--- config.mk ---
export PLATFORM = sky130hd
export DESIGN_NAME = icmp_erc_front
export DESIGN_NICKNAME = d
export VERILOG_FILES = /design/src/hw/rtl/icmp_erc_pkg.sv /design/src/hw/rtl/icmp_erc_front.sv
export VERILOG_INCLUDE_DIRS = /design/src /design/src/hw/rtl
export SDC_FILE = /design/constraint.sdc
export NUM_CORES = 1
export LEC_CHECK = 0
export BUFFER_PORTS_ARGS = -buffer_cell sky130_fd_sc_hd__buf_2
export CAP_MARGIN = 0
export CORE_ASPECT_RATIO = 2
export CORE_MARGIN = 2
export CORE_UTILIZATION = 57
export DETAILED_ROUTE_END_ITERATION = 6
export GPL_ROUTABILITY_DRIVEN = 0
export HOLD_SLACK_MARGIN = 0.06
export PLACE_DENSITY = 0.85
export SYNTH_ARGS = -nofsm -noshare
export SYNTH_HDL_FRONTEND = slang
export SYNTH_SLANG_ARGS = --single-unit
--- constraint.sdc ---
create_clock -name i_clk -period 11.7 [get_ports i_clk]
set_input_delay 2.34 -clock i_clk [delete_from_list [all_inputs] [get_ports i_clk]]
set_output_delay 2.34 -clock i_clk [all_outputs]
set_load 0.005 [all_outputs]
--- src/hw/rtl/icmp_echo_reply_checker_defines.svh ---
// ============================================================================
// icmp_echo_reply_checker_defines.svh
// Assertion macros shared by the echo reply checker RTL.
// ============================================================================
`ifndef ICMP_ECHO_REPLY_CHECKER_DEFINES_SVH
`define ICMP_ECHO_REPLY_CHECKER_DEFINES_SVH

// Same-cycle implication, disabled while reset is asserted.
`define ERC_ASSERT_IMP(lbl, clk, rst_n, ante, cons, msg) \
    lbl: assert property (@(posedge clk) disable iff (!rst_n) (ante) |-> (cons)) \
        else $error(msg);

// Next-cycle implication, disabled while reset is asserted.
`define ERC_ASSERT_NXT(lbl, clk, rst_n, ante, cons, msg) \
    lbl: assert property (@(posedge clk) disable iff (!rst_n) (ante) |=> (cons)) \
        else $error(msg);

`endif

--- src/hw/rtl/icmp_erc_pkg.sv ---
// ============================================================================
// icmp_erc_pkg
// Types, constants and helpers of the ICMP echo reply checker.
// ============================================================================
`timescale 1ns / 1ps

package icmp_erc_pkg;

    localparam int MAX_PACKET_BYTES = 2048;
    localparam int POS_W            = $clog2(MAX_PACKET_BYTES + 1);
    localparam int PLEN_W           = 11;
    localparam int WORD_W           = 16;
    localparam int SUM_W            = WORD_W + 1;

    localparam logic [WORD_W-1:0] WORD_MASK       = 16'hffff;
    localparam logic [PLEN_W-1:0] PAYLOAD_LEN_RST = 11'd56;

    // configuration register indexes
    typedef enum logic [0:0] {
        CFG_EXPECTED_ID = 1'b0,
        CFG_PAYLOAD_LEN = 1'b1
    } t_cfg_index;

    // IP header byte offsets and values
    localparam logic [POS_W-1:0] IP_OFS_TTL   = 12'd8;
    localparam logic [POS_W-1:0] IP_OFS_PROTO = 12'd9;
    localparam logic [7:0]       PROTO_ICMP   = 8'd1;

    // ICMP header byte offsets and values
    localparam logic [POS_W-1:0] ICMP_OFS_TYPE  = 12'd0;
    localparam logic [POS_W-1:0] ICMP_OFS_CK_HI = 12'd2;
    localparam logic [POS_W-1:0] ICMP_OFS_CK_LO = 12'd3;
    localparam logic [POS_W-1:0] ICMP_OFS_ID_HI = 12'd4;
    localparam logic [POS_W-1:0] ICMP_OFS_ID_LO = 12'd5;
    localparam logic [POS_W-1:0] ICMP_OFS_SQ_HI = 12'd6;
    localparam logic [POS_W-1:0] ICMP_OFS_SQ_LO = 12'd7;
    localparam logic [POS_W-1:0] ICMP_HDR_BYTES = 12'd8;
    localparam logic [7:0]       ICMP_ECHO_REPLY = 8'd0;

    localparam int FIFO_DEPTH = 2;
    localparam int PTR_W      = $clog2(FIFO_DEPTH);
    localparam int CNT_W      = $clog2(FIFO_DEPTH + 1);

    // per-packet summary handed from front to back
    typedef struct packed {
        logic [POS_W-1:0]  byte_count;
        logic [5:0]        hdr_bytes;
        logic              is_icmp;
        logic [7:0]        ttl;
        logic [7:0]        msg_type;
        logic [WORD_W-1:0] ident;
        logic [WORD_W-1:0] seq;
        logic [WORD_W-1:0] rx_cksum;
        logic [SUM_W-1:0]  sum;
        logic [7:0]        high_byte;
        logic [POS_W-1:0]  limit;
    } t_pkt_rec;

    // result fields, packed into m_axis_tdata by the top level
    typedef struct packed {
        logic              ck_mismatch;
        logic [WORD_W-1:0] received_cksum;
        logic [WORD_W-1:0] computed_cksum;
        logic              type_valid;
        logic [7:0]        msg_type;
        logic [7:0]        ttl;
        logic [WORD_W-1:0] sequence_res;
        logic [11:0]       icmp_bytes;
    } t_result;

    // ones-complement add with end-around carry; bit 16 of acc is dropped
    function automatic logic [SUM_W-1:0] fold_add(input logic [SUM_W-1:0]  acc,
                                                   input logic [WORD_W-1:0] word);
        logic [SUM_W-1:0] s;
        s = {1'b0, acc[WORD_W-1:0] & WORD_MASK} + {1'b0, word & WORD_MASK};
        return {1'b0, s[WORD_W-1:0]} + SUM_W'(s[WORD_W]);
    endfunction

endpackage

--- src/hw/rtl/icmp_erc_front.sv ---
// ============================================================================
// icmp_erc_front
// Byte parser: captures header fields, accumulates the ICMP checksum and
// emits one packet summary at the last byte.
// ============================================================================
`timescale 1ns / 1ps
`include "icmp_echo_reply_checker_defines.svh"

module icmp_erc_front (
    input  logic                            i_clk,
    input  logic                            i_rst_n,
    input  logic                            i_accept,
    input  logic [7:0]                      i_data_byte,
    input  logic                            i_last,
    input  logic [icmp_erc_pkg::PLEN_W-1:0] i_payload_len,
    output logic                            o_push,
    output icmp_erc_pkg::t_pkt_rec          o_rec
);
    import icmp_erc_pkg::*;

    logic [POS_W-1:0]  r_pos,    n_pos;
    logic [3:0]        r_hw,     n_hw;
    logic              r_icmp,   n_icmp;
    logic [7:0]        r_ttl,    n_ttl;
    logic [7:0]        r_type,   n_type;
    logic [WORD_W-1:0] r_id,     n_id;
    logic [WORD_W-1:0] r_seq,    n_seq;
    logic [WORD_W-1:0] r_rxck,   n_rxck;
    logic [SUM_W-1:0]  r_sum,    n_sum;
    logic [7:0]        r_hbh,    n_hbh;

    logic [5:0]        hl;
    logic [POS_W-1:0]  rel;
    logic [POS_W-1:0]  limit;
    logic [7:0]        v;

    always_comb begin
        n_pos  = r_pos;
        n_hw   = r_hw;
        n_icmp = r_icmp;
        n_ttl  = r_ttl;
        n_type = r_type;
        n_id   = r_id;
        n_seq  = r_seq;
        n_rxck = r_rxck;
        n_sum  = r_sum;
        n_hbh  = r_hbh;
        limit  = ICMP_HDR_BYTES + POS_W'(i_payload_len);
        hl     = {((r_pos == '0) ? i_data_byte[3:0] : r_hw), 2'b00};
        rel    = r_pos - POS_W'(hl);
        v      = ((rel == ICMP_OFS_CK_HI) || (rel == ICMP_OFS_CK_LO)) ? 8'd0 : i_data_byte;
        if (r_pos < POS_W'(MAX_PACKET_BYTES)) begin
            if (r_pos == '0)          n_hw   = i_data_byte[3:0];
            if (r_pos == IP_OFS_TTL)   n_ttl  = i_data_byte;
            if (r_pos == IP_OFS_PROTO) n_icmp = (i_data_byte == PROTO_ICMP);
            if (r_pos >= POS_W'(hl)) begin
                if (rel == ICMP_OFS_TYPE)  n_type        = i_data_byte;
                if (rel == ICMP_OFS_CK_HI) n_rxck[15:8]  = i_data_byte;
                if (rel == ICMP_OFS_CK_LO) n_rxck[7:0]   = i_data_byte;
                if (rel == ICMP_OFS_ID_HI) n_id[15:8]    = i_data_byte;
                if (rel == ICMP_OFS_ID_LO) n_id[7:0]     = i_data_byte;
                if (rel == ICMP_OFS_SQ_HI) n_seq[15:8]   = i_data_byte;
                if (rel == ICMP_OFS_SQ_LO) n_seq[7:0]    = i_data_byte;
                if (rel < limit) begin
                    if (!rel[0]) begin
                        n_hbh = v;
                    end else begin
                        n_sum = fold_add(r_sum, {r_hbh, v});
                    end
                end
            end
            n_pos = r_pos + 1'b1;
        end
    end

    always_comb begin
        o_push           = i_accept && i_last;
        o_rec.byte_count = n_pos;
        o_rec.hdr_bytes  = {n_hw, 2'b00};
        o_rec.is_icmp    = n_icmp;
        o_rec.ttl        = n_ttl;
        o_rec.msg_type   = n_type;
        o_rec.ident      = n_id;
        o_rec.seq        = n_seq;
        o_rec.rx_cksum   = n_rxck;
        o_rec.sum        = n_sum;
        o_rec.high_byte  = n_hbh;
        o_rec.limit      = limit;
    end

    always_ff @(posedge i_clk) begin
        if (!i_rst_n || (i_accept && i_last)) begin
            r_pos  <= '0;
            r_hw   <= '0;
            r_icmp <= 1'b0;
            r_ttl  <= '0;
            r_type <= '0;
            r_id   <= '0;
            r_seq  <= '0;
            r_rxck <= '0;
            r_sum  <= '0;
            r_hbh  <= '0;
        end else if (i_accept) begin
            r_pos  <= n_pos;
            r_hw   <= n_hw;
            r_icmp <= n_icmp;
            r_ttl  <= n_ttl;
            r_type <= n_type;
            r_id   <= n_id;
            r_seq  <= n_seq;
            r_rxck <= n_rxck;
            r_sum  <= n_sum;
            r_hbh  <= n_hbh;
        end
    end

    `ERC_ASSERT_NXT(a_pos_clr, i_clk, i_rst_n, i_accept && i_last, r_pos == '0, "pos not cleared after last")
    `ERC_ASSERT_IMP(a_pos_max, i_clk, i_rst_n, 1'b1, r_pos <= POS_W'(MAX_PACKET_BYTES), "pos beyond max")

endmodule

==> metrics.txt <==
cell with the most instances on the worst path=sky130_fd_sc_hd__ha_1; summed instance area of the synthesized netlist=around 7400 µm²; Final min period=11.26 ns; IR Drop Worst-Case VDD=around 0.000085 V; Worst setup EP type=output port; setup repair after global routing missed its margin=no; Port-buffer cells=between 100 and 150; vertical extent of the die=between 150 and 200 µm; transition time at the pin with the least slew margin=between 1 and 1.5 ns; wire per inst=~18 µm; Fin Setup TNS=0 ns; count of endpoints failing hold in the final timing report=0; end point of the worst hold path=r_hw[2]; Data required, critical path=roughly 9.4 ns; first-pass GRT wire length=about 32000 µm; number of detailed-routing iterations run before antenna repair=5; number of H-tree levels=3; worst endpoint data arrival time=about 8.9 ns; highest clock rate=slightly below 90 MHz; worst setup slack after layout=0.441 ns; I/O pin count=roughly 140; power density cells=between 90 and 100 nW/µm²; number of cell instances on the worst register-to-register path=33; worst clock skew on the final layout=approximately 0.011 ns; critical path depth=30; Crit Path Class=primary input to output port; Async S/R FF share, synth=0%; max_cap viols=0; Total Routed Length=19700 µm; core box area=12800 µm²; number of stages on the worst hold path=2; layout cell share with drive strength beyond 1=about 28%; maximum clock insertion buffer count=2; EDFF count, synth=0; hold path start=r_hw[2]; family of cells with the greatest summed delay on the critical path=simple AND/OR/NAND/NOR gates; fin crit share=a little over nine tenths; area added between synthesis and finish=13.1%; Post-Place Cells=1095; clock net sink count=approximately 110; Skew-Pair Late Insertion Delay=around 0.36 ns; CP max stage cell=sky130_fd_sc_hd__or3b_4; total global routing overflow=0; Rows=59; Die Area=14000 µm²; overall fraction of global-route tracks in use=28.1%; synth unique cells=about 70; number of DRC markers after the initial detailed-route iteration=between 400 and 500; TritonCTS clock tree=yes; Post-Synthesis Mean Instance Area=8.60 µm²; largest net degree at the start of global routing=93; clock root cell=sky130_fd_sc_hd__clkbuf_16; Finished Layout Cells=around 1100; core occupancy in the finished layout=~65%; Final setup violation count=0; initial standard-cell utilization of the core=between 50% and 60%; R2R Setup Slk=about 3.3 ns; result of the run=completed; clock slew at reported path FFs=roughly 0.080 ns; Reg2Reg Capture Point=r_sum[14]; DR DRC count=0; buffering stage count on the worst path with inverters included=4; number of nets in the layout=a little over 1000; primary flip-flop cell chosen by synthesis mapping=sky130_fd_sc_hd__dfxtp_1; number of global-route vias before repair=about 6500; antenna-violating nets left=0; post-cts hold buffer count=0; routed vias/inst=around 6; RR Startpoint=r_pos[6]; CP startpoint kind=primary input; maximum fanout along the worst path=18; class of the worst hold path=register to register; die extent in x=~85 µm; sequential share of the synthesized area=between 20 and 30%; warnings from Yosys=0; normalized max-slew margin=between 20% and 30%; via count=about 6700; number of CTS-inserted buffers=9; number of synthesized register bits=106; count of final max-slew check failures=0; final worst hold slack=0.496 ns; pre-CTS setup slack=between 0.4 and 0.5 ns; largest stage delay on the critical path=around 0.49 ns; synthesized netlist cell count=about 860; Lkg Pwr=approximately 4.3 nW; number of antenna violations at the first check in global routing=2; detailed placer's ending HPWL=roughly 14000 µm
## flip-flops by register name, summed over array words and instances, names as in the netlist
register  count
r_hbh         8
r_hw          4
r_icmp        1
r_id         16
r_pos        12
r_rxck       16
r_seq        16
r_sum        17
r_ttl         8
r_type        8
## cells in the final DEF (no fill, tap or decap), drive strengths merged, types with 4 or more instances in the layout
| cell | n |
|---|---|
| xnor2 | 32 |
| dfxtp | 106 |
| nor3 | 15 |
| nand4 | 8 |
| a211oi | 9 |
| o211ai | 10 |
| buf | 148 |
| mux2 | 76 |
| nand3 | 23 |
| o21ai | 42 |
| or4 | 6 |
| nor2b | 5 |
| nor4 | 10 |
| or2 | 5 |
| clkbuf | 9 |
| o21a | 6 |
| a21oi | 20 |
| inv | 45 |
| and3 | 4 |
| ha | 38 |
| nor2 | 118 |
| mux2i | 74 |
| o211a | 5 |
| o2111ai | 7 |
| clkinv | 5 |
| or3 | 9 |
| xor2 | 23 |
| and2 | 8 |
| a21o | 6 |
| nand2 | 49 |
## cells in the mapped netlist (4+ instances only)
master,number,area share [%]
sky130_fd_sc_hd__nor2_1,118,6.0
sky130_fd_sc_hd__dfxtp_1,106,29
sky130_fd_sc_hd__mux2_2,76,12
sky130_fd_sc_hd__mux2i_1,74,10
sky130_fd_sc_hd__nand2_1,49,2.5
sky130_fd_sc_hd__clkbuf_1,44,2.2
sky130_fd_sc_hd__inv_1,42,2.1
sky130_fd_sc_hd__ha_1,38,6.4
sky130_fd_sc_hd__o21ai_0,36,2.4
sky130_fd_sc_hd__xnor2_1,32,3.8
sky130_fd_sc_hd__nand3_1,23,1.6
sky130_fd_sc_hd__xor2_1,23,2.7
sky130_fd_sc_hd__a21oi_1,19,1.3
sky130_fd_sc_hd__buf_2,14,0.94
sky130_fd_sc_hd__nor3_1,13,0.88
sky130_fd_sc_hd__o211ai_1,9,0.91
sky130_fd_sc_hd__nand4_1,8,0.67
sky130_fd_sc_hd__or3_1,8,0.67
sky130_fd_sc_hd__a211oi_1,7,0.71
sky130_fd_sc_hd__and2_1,7,0.59
sky130_fd_sc_hd__o2111ai_1,7,0.83
sky130_fd_sc_hd__a21o_1,6,0.61
sky130_fd_sc_hd__buf_4,6,0.61
sky130_fd_sc_hd__or4_1,6,0.61
sky130_fd_sc_hd__nor2b_1,5,0.42
sky130_fd_sc_hd__nor4_1,5,0.42
sky130_fd_sc_hd__o211a_1,5,0.67
sky130_fd_sc_hd__o21a_1,5,0.51
sky130_fd_sc_hd__o21ai_1,5,0.34
sky130_fd_sc_hd__and3_1,4,0.34
sky130_fd_sc_hd__or2_2,4,0.34
## metrics by stage
step                      area [µm²]  power (mW)
final                           8390       0.797
after CTS                       8380       0.797
after global routing            8390       0.827
after floorplan                 7420       0.456
after detailed placement        8070       0.489
after global placement          8070       0.484
## tightest hold or removal path, stage by stage (launching register included)
cell and delay [ns]:
sky130_fd_sc_hd__dfxtp_1 0.32, sky130_fd_sc_hd__nor2_1 0.09, sky130_fd_sc_hd__a211oi_1 0.05
## cell type report
class	instances	area, µm²
Multi-Input combinational cell	646	4850
Fill cell	1042	4460
Sequential cell	106	2120
Timing Repair Buffer	148	758
Clock buffer	9	225
Tap cell	152	190
Inverter	43	161
Clock inverter	7	83.8
Antenna cell	1	2.50
## metal layers
layer  GRT usage (%)  vias up  wire [µm]
met5               0        -          0
li1                -     3194          -
met2            48.7      276       9710
met4            10.2        0        568
met1            34.3     3138       8100
met3            5.57       45       1350
## cells by family after synthesis
| group | Yosys count | share of synthesized area, % |
|---|---|---|
| DFF | 106 | 28.6 |
| xor gates and xnor gates | 55 | 6.49 |
| other | 1 | 0.0506 |
| muxes | 150 | 21.5 |
| AOI/OAI and AO/OA | 127 | 12.0 |
| and+or+nand+nor | 272 | 18.1 |
| adders and majority gates | 40 | 6.95 |
| buffers and inverters | 111 | 6.26 |
## what timing repair did
item	in CTS	in global routing
buffers inserted	0	0
resized for setup	0	2
setup endpoints to repair	0	2
## worst max path at each step
stage / startpoint / to
3_5_place_dp: i_data_byte[1] / o_rec[34]
5_1_grt: i_data_byte[1] / o_rec[34]
4_1_cts: i_data_byte[1] / o_rec[34]
2_1_floorplan: i_data_byte[0] / o_rec[34]
3_3_place_gp: i_data_byte[1] / o_rec[34]
6_report: i_data_byte[1] / o_rec[34]
## power by group
group          total (mW)  internal [mW]  leakage, nW  switching [mW]
clock               0.313          0.153        0.149           0.160
sequential          0.366          0.363        0.855         0.00300
combinational       0.118         0.0426         3.25          0.0750
(Power assumes the default switching activity.)
